**src/hw/rtl/mctw_pkg.sv**
```systemverilog
// Shared constants, codes and the token type of the client watchdog chain.
package mctw_pkg;

   localparam int MAX_CLIENTS = 16;
   localparam int COUNT_BITS = 16;
   localparam int ID_W = 22;
   localparam int STALE_SLOT_W = 4;
   localparam int NUM_W = $clog2(MAX_CLIENTS + 1);

   typedef enum logic [1:0] {
      REQ_REGISTER = 2'd0,
      REQ_KICK = 2'd1,
      REQ_CHECK = 2'd2,
      REQ_NONE = 2'd3
   } req_code_type;

   typedef enum logic [1:0] {
      ST_OK = 2'd0,
      ST_TRIGGERED = 2'd1,
      ST_FULL = 2'd2,
      ST_NOT_FOUND = 2'd3
   } status_type;

   typedef enum logic {
      S_IDLE,
      S_WALK
   } walk_state_type;

   // Token that travels one cell per cycle down the chain.
   typedef struct packed {
      logic valid;
      req_code_type op;
      logic [ID_W-1:0] id;
      logic done;
      status_type status;
      logic [ID_W-1:0] sid;
      logic [STALE_SLOT_W-1:0] sslot;
   } token_type;

endpackage

```
**src/hw/rtl/mctw_cell.sv**
```systemverilog
// One watchdog channel: id, kick counter and snapshot, plus a token stage.
module mctw_cell
   import mctw_pkg::*;
(
   input  logic                    clock,
   input  logic                    reset,
   input  logic                    live,
   input  logic                    tail,
   input  logic [STALE_SLOT_W-1:0] slot_tag,
   input  token_type               token_in,
   output token_type               token_out
);

   logic [ID_W-1:0] id_ff, id_in;
   logic [COUNT_BITS-1:0] count_ff, count_in;
   logic [COUNT_BITS-1:0] snap_ff, snap_in;
   token_type token_ff, token_in_next;
   logic act;

   always_comb begin
      id_in = id_ff;
      count_in = count_ff;
      snap_in = snap_ff;
      token_in_next = token_in;
      act = token_in.valid && !token_in.done;
      if (act) begin
         case (token_in.op)
            REQ_REGISTER: begin
               if (tail) begin
                  id_in = token_in.id;
                  count_in = '0;
                  snap_in = '0;
                  token_in_next.done = 1'b1;
               end
            end
            REQ_KICK: begin
               if (live && id_ff == token_in.id) begin
                  count_in = count_ff + COUNT_BITS'(1);
                  token_in_next.done = 1'b1;
               end
            end
            REQ_CHECK: begin
               if (live) begin
                  if (count_ff == snap_ff) begin
                     token_in_next.done = 1'b1;
                     token_in_next.status = ST_TRIGGERED;
                     token_in_next.sid = id_ff;
                     token_in_next.sslot = slot_tag;
                  end else begin
                     snap_in = count_ff;
                  end
               end
            end
            default: begin
            end
         endcase
      end
   end

   always_ff @(posedge clock) begin
      id_ff <= id_in;
      count_ff <= count_in;
      snap_ff <= snap_in;
      if (reset) begin
         token_ff.valid <= 1'b0;
      end else begin
         token_ff <= token_in_next;
      end
   end

   assign token_out = token_ff;

endmodule

```
**src/hw/rtl/mctw_chain.sv**
```systemverilog
// Row of watchdog cells; derives live and tail flags from the fill count.
module mctw_chain
   import mctw_pkg::*;
(
   input  logic             clock,
   input  logic             reset,
   input  logic [NUM_W-1:0] reg_count,
   input  token_type        token_head,
   output token_type        token_exit
);

   token_type links [MAX_CLIENTS+1];

   assign links[0] = token_head;

   for (genvar i = 0; i < MAX_CLIENTS; i++) begin : g_cell
      mctw_cell u_cell (
         .clock     (clock),
         .reset     (reset),
         .live      (NUM_W'(i) < reg_count),
         .tail      (NUM_W'(i) == reg_count),
         .slot_tag  (STALE_SLOT_W'(i)),
         .token_in  (links[i]),
         .token_out (links[i+1])
      );
   end

   assign token_exit = links[MAX_CLIENTS];

endmodule

```
**config.mk**
```make
export PLATFORM = sky130hd
export DESIGN_NAME = mctw_chain
export DESIGN_NICKNAME = d
export VERILOG_FILES = /design/src/hw/rtl/mctw_pkg.sv /design/src/hw/rtl/mctw_cell.sv /design/src/hw/rtl/mctw_chain.sv
export SDC_FILE = /design/constraint.sdc
export NUM_CORES = 2
export LEC_CHECK = 0
export ABC_AREA = 0
export ABC_CLOCK_PERIOD_IN_PS = 39800
export BUFFER_PORTS_ARGS = -buffer_cell sky130_fd_sc_hd__buf_2
export CORE_MARGIN = 3
export CORE_UTILIZATION = 60
export CTS_CLUSTER_SIZE = 14
export DETAILED_ROUTE_END_ITERATION = 10
export PLACE_DENSITY_LB_ADDON = 0.3
export SYNTH_ARGS = -nofsm -noshare
export SYNTH_HDL_FRONTEND = slang
export SYNTH_SLANG_ARGS = --single-unit
```
**constraint.sdc**
```tcl
create_clock -name clock -period 39.8 [get_ports clock]
set_clock_uncertainty 0.1 [all_clocks]
set_input_delay 1.99 -clock clock [delete_from_list [all_inputs] [get_ports clock]]
set_output_delay 1.99 -clock clock [all_outputs]
set_load 0.1 [all_outputs]
```
### Yosys cells after proc, flatten, opt, wreduce, memory -nomap -nowiden

Index checks and enable logic that the tools add are counted.

* $add $sub $neg: 16
* magnitude comparators: 16
* equality and inequality tests: 143
* mux-type cells: 208
* reduce and logical (&&, ||, !) cells: 145

Operators by type and width (count)
* $mux 29: 48
* $mux 16: 64
* $pmux 16 s2: 32
* $mux 28: 16
* $eq 22x22->1: 16
* $add 16x1->16 const B: 16
* $eq 16x16->1: 16
* $ne 2x1->1 const B: 48
* $reduce_and 5->1: 16
* $reduce_and 4->1: 16
* $reduce_bool 2->1: 32
* $pmux 1 s3: 16
* $reduce_and 3->1: 16
* $eq 4x5->1 const A: 8
* $lt 4x5->1 const A: 8
* $eq 2x1->1 const B: 16
* $eq 2x2->1 const B: 16
* $logic_and 1x1->1: 32
* $logic_not 2->1: 16
* $mux 1: 32
* $ne 2x2->1 const B: 16
* $eq 3x5->1 const A: 4
* $lt 3x5->1 const A: 4
* $logic_not 1->1: 16
* other kinds (5): 8

* register bits: 1728

### Logic depth before layout (Yosys ltp)

* word-level depth: 5
* gate-level depth with buffers: 9

### Hierarchy

A second synthesis with hierarchy kept.

* cells, all modules: 4577
* area total of the unflattened synthesis: 72827.3 um^2

By module, submodules not included
* mctw_cell at g_cell[0].u_cell ...: instances 9, cells an instance 281, area an instance 4503.1 um^2, seq. area each 3233.1 um^2
* mctw_cell at g_cell[3].u_cell ...: instances 7, cells an instance 285, area an instance 4576.9 um^2, seq. area each 3233.1 um^2
* mctw_chain: instances 1, cells an instance 53, area an instance 261.5 um^2, seq. area each 0.0 um^2

### Worst setup path after synthesis

No wires, ideal clock.

* path type: in2reg
* start: input reset
* end: register g_cell[0].u_cell.token_ff, in the netlist g_cell[0].u_cell.token_out[0] (enable)
* setup time: 1.184 ns
* data arrival time: 18.428 ns
* data required time: 38.516 ns
* slack: 20.088 ns
* stages on the path: 2
* buffers on the path: 1
* cells stage by stage: clkbuf_1 > inv_1

RTL lines
* from (decl): RTL line mctw_chain.sv:6 `input logic reset,`
* to (signal assigned): RTL line mctw_cell.sv:67 `token_ff <= token_in_next;`
* to (decl): RTL line mctw_cell.sv:17 `token_type token_ff, token_in_next;`

No word-level cell between the ends.

### Worst setup path in the final report

* start: input reset
* end: register g_cell[1].u_cell.token_ff, in the netlist g_cell[1].u_cell.token_out[25] (enable)

RTL lines (RTL line)
* to (signal assigned): mctw_cell.sv:67
* to (decl): mctw_cell.sv:17

No word-level cell between the ends.

==> metrics.txt <==
outcome=complete, but fails checks; violated checks=max-capacitance violations, max-slew violations; initial drt markers=between 2,000 and 3,000; hold path depth=1; placed cell area=74,100 µm²; syn_nets=4,574; clock-pin slew on the worst setup and hold paths=0.06 ns; vias per cell=5.51; slowest stage delay, CP=0.93 ns; Clk pwr share=40.5%; Slowest-stage cell, CP=buf_4; kind of critical path=in -> reg; hold crit path type=reg -> reg; register area=approximately 52,000 µm²; internal power=2.95 mW; final number of hold-violating endpoints=0; router iterations before antenna repair=5; Crit Path Max Fanout=between 150 and 200; hold buffer count at CTS=0; starting density of the core=between 60% and 70%; Final Slew Violations=5; Min-Delay Endpoint=g_cell[9].u_cell.token_out[53]; hpwl dp=83,700 µm; Worst EP arrival=6.51 ns; Cells after DPL=6,080; Chip Height=351 µm; CTS root buf=clkbuf_16; fmax=160 MHz; TritonCTS Buffers=172; number of flops mapped to enable cells by yosys=between 1,500 and 2,000; Synthesis Warnings=0; multi-input logic area=19,300 µm²; switching power=0.759 mW; Primary FF master, synth=edfxtp_1; Setup TNS=0 ns; Synth Register Bits=1,728; Clock Sinks=approximately 1,700; Synth top area share=71.8%; worst hold path startpoint=g_cell[8].u_cell.token_out[53]; setup repair bufs after CTS=0; Worst-Margin Slew=1.54 ns; sequential area share after synthesis=72.3%; period utilisation layout=15.7%; Worst R2R Path Depth=5; Synth top cells by count=1,712 x edfxtp_1, 458 x xor2_1, 349 x mux2_2; H-tree depth=4; Critical Path Sink Type=flip-flop; max_cap viols=1; Fill cells=between 7,000 and 8,000; Net count, final=4,795; leading area contributor after synthesis=edfxtp_1; residual DRC count=0; Detail Route Antenna Nets=0; PortBufs=about 110; Setup crit start kind=primary input; Reg-to-Reg Start=g_cell[4].u_cell.token_out[52]; fin area=79,300 µm²; LEAKAGE=26.4 nW; sw frac=between 20% and 30%; RSZ-0062 raised after global routing=false; GRT Total Usage=20.5%; cell count after synthesis=4,497; CTS tree=built; min Tclk post-route=6.24 ns; vias in the first global route=36,300; peak supply drop=45.7 µV; IO Pins=115; most numerous cell in the Yosys netlist=edfxtp_1; Post-Syn Area=71,600 µm²; Finish-stage setup viols=0; Worst R2R Setup Slack=36.13 ns; Layout area overhead=10.8%; Synth cell types=58; fraction of layout cells with a size suffix above 1=16.9%; Cell Pwr Density=46.8 nW/µm²; Final Power=3.71 mW; critical-path cell list=buf_2 -> inv_8 -> buf_12 -> buf_12 -> buf_4 -> buf_4; Slew headroom=-2.77%; row count=126; clk_lat worst skew=0.75 ns; core area=118,000 µm²; Hold Slack=0.363 ns; Syn Area/Cell=15.9 µm²; wire length per cell=19.4 µm; combinational power share=3.2%; synth top area cells=edfxtp_1 72%, xor2_1 5.6%, mux2_2 5.5%, xnor2_1 4.1%, and2_1 2.5%; CP Data Required Time=about 40 ns; initial antenna violation count=5; Final GP Congestion=around 0.84; ys async rst share=0%; start point of the critical path=reset; GRT Residual Overflow=0; Vias=35,200; sequential share of power=between 50% and 60%; Die Span X=about 350 µm; pin count of the biggest net entering global routing=roughly 180; Resize count post-CTS=0; first-pass GRT wire length=around 200,000 µm; final WL=around 120,000 µm; Non-Filler Instances=6,386; clock buffer depth=3; die area=123,000 µm²; Crit Reg-Reg Endpoint=g_cell[5].u_cell.count_ff[14]
==> logic make-up (layout without fill, tap and decap cells) <==
group	Yosys count	after routing	share of synthesized area (%)
compound gates	108	108	0.893
xor+xnor	797	797	9.75
fa+ha+maj	16	16	0.280
buf+inv	162	514	1.01
flops	1728	1728	72.3
mux	353	353	5.55
other cells	0	1	0
simple gates	1333	1333	10.2
==> cell usage in the layout, fill, tap and decap left out, types with 31 or more instances in the layout <==
| cell | Yosys | layout |
|---|---|---|
| nor2_1 | 287 | 280 |
| nor2b_1 | 64 | 63 |
| buf_4 | 6 | 55 |
| xnor2_1 | 339 | 339 |
| o21ai_0 | 32 | 32 |
| nand2_1 | 97 | 97 |
| clkbuf_16 | 0 | 175 |
| and3_1 | 47 | 47 |
| buf_2 | 43 | 114 |
| nand2b_1 | 67 | 67 |
| xor2_1 | 458 | 458 |
| nor4_1 | 101 | 89 |
| or3_1 | 39 | 39 |
| nand3_1 | 129 | 129 |
| mux2_2 | 349 | 349 |
| edfxtp_1 | 1712 | 1712 |
| clkinv_1 | 0 | 31 |
| and2_1 | 289 | 289 |
| a21oi_1 | 46 | 46 |
| inv_1 | 38 | 37 |
| clkbuf_1 | 69 | 55 |
| nand4_1 | 101 | 101 |
==> routing by layer <==
metal,GRT usage (%),wire length (µm),vias up
met4,6.93,3600,0
met5,0,0,-
li1,-,-,17000
met3,3.32,5160,222
met2,37.4,66500,734
met1,24.6,48800,17200
==> worst max path at each step <==
stage	end	cells after the start
after floorplan	g_cell[0].u_cell.token_out[0]	2
after global placement	g_cell[0].u_cell.token_out[0]	6
after detailed placement	g_cell[0].u_cell.token_out[1]	6
after CTS	g_cell[0].u_cell.token_out[1]	6
after global routing	g_cell[0].u_cell.token_out[1]	6
final	g_cell[1].u_cell.token_out[25]	6
==> worst max-delay path, delay by kind of cell <==
family   cells  cell delay, ns
buf+inv      6            4.09
==> through the flow <==
step                setup slack (ns)  utilization, %
finish                         33.56            67.1
global route                   33.28            67.1
CTS                            33.67            67.1
detailed placement             32.86            62.7
global placement               32.97            62.7
floorplan                      20.09               -
==> power groups by stage <==
| stage | logic (mW) | clock network, mW | registers (mW) |
|---|---|---|---|
| after global routing | 0.128 | 1.61 | 2.10 |
| after detailed placement | 0.118 | 0 | 2.13 |
| final | 0.118 | 1.50 | 2.09 |
| after CTS | 0.119 | 1.54 | 2.09 |
| after floorplan | 0.0660 | 0 | 2.17 |
| after global placement | 0.115 | 0 | 2.13 |
==> flip-flops by register name, summed over array words and instances (netlist names) <==
name                     count
g_cell.u_cell.token_out    864
g_cell.u_cell.snap_ff      256
g_cell.u_cell.id_ff        352
g_cell.u_cell.count_ff     256
==> final cells by class <==
type | instances | area share (%)
diodes | 1 | 0.00315
clock buffers | 230 | 5.78
clock inverters | 75 | 0.790
inverters | 38 | 0.189
multi-input cells | 2607 | 24.3
flip-flops and latches | 1728 | 65.2
well taps | 1536 | 2.42
repair buffers | 171 | 1.29
Note: power is estimated with default switching activity, not from simulation.
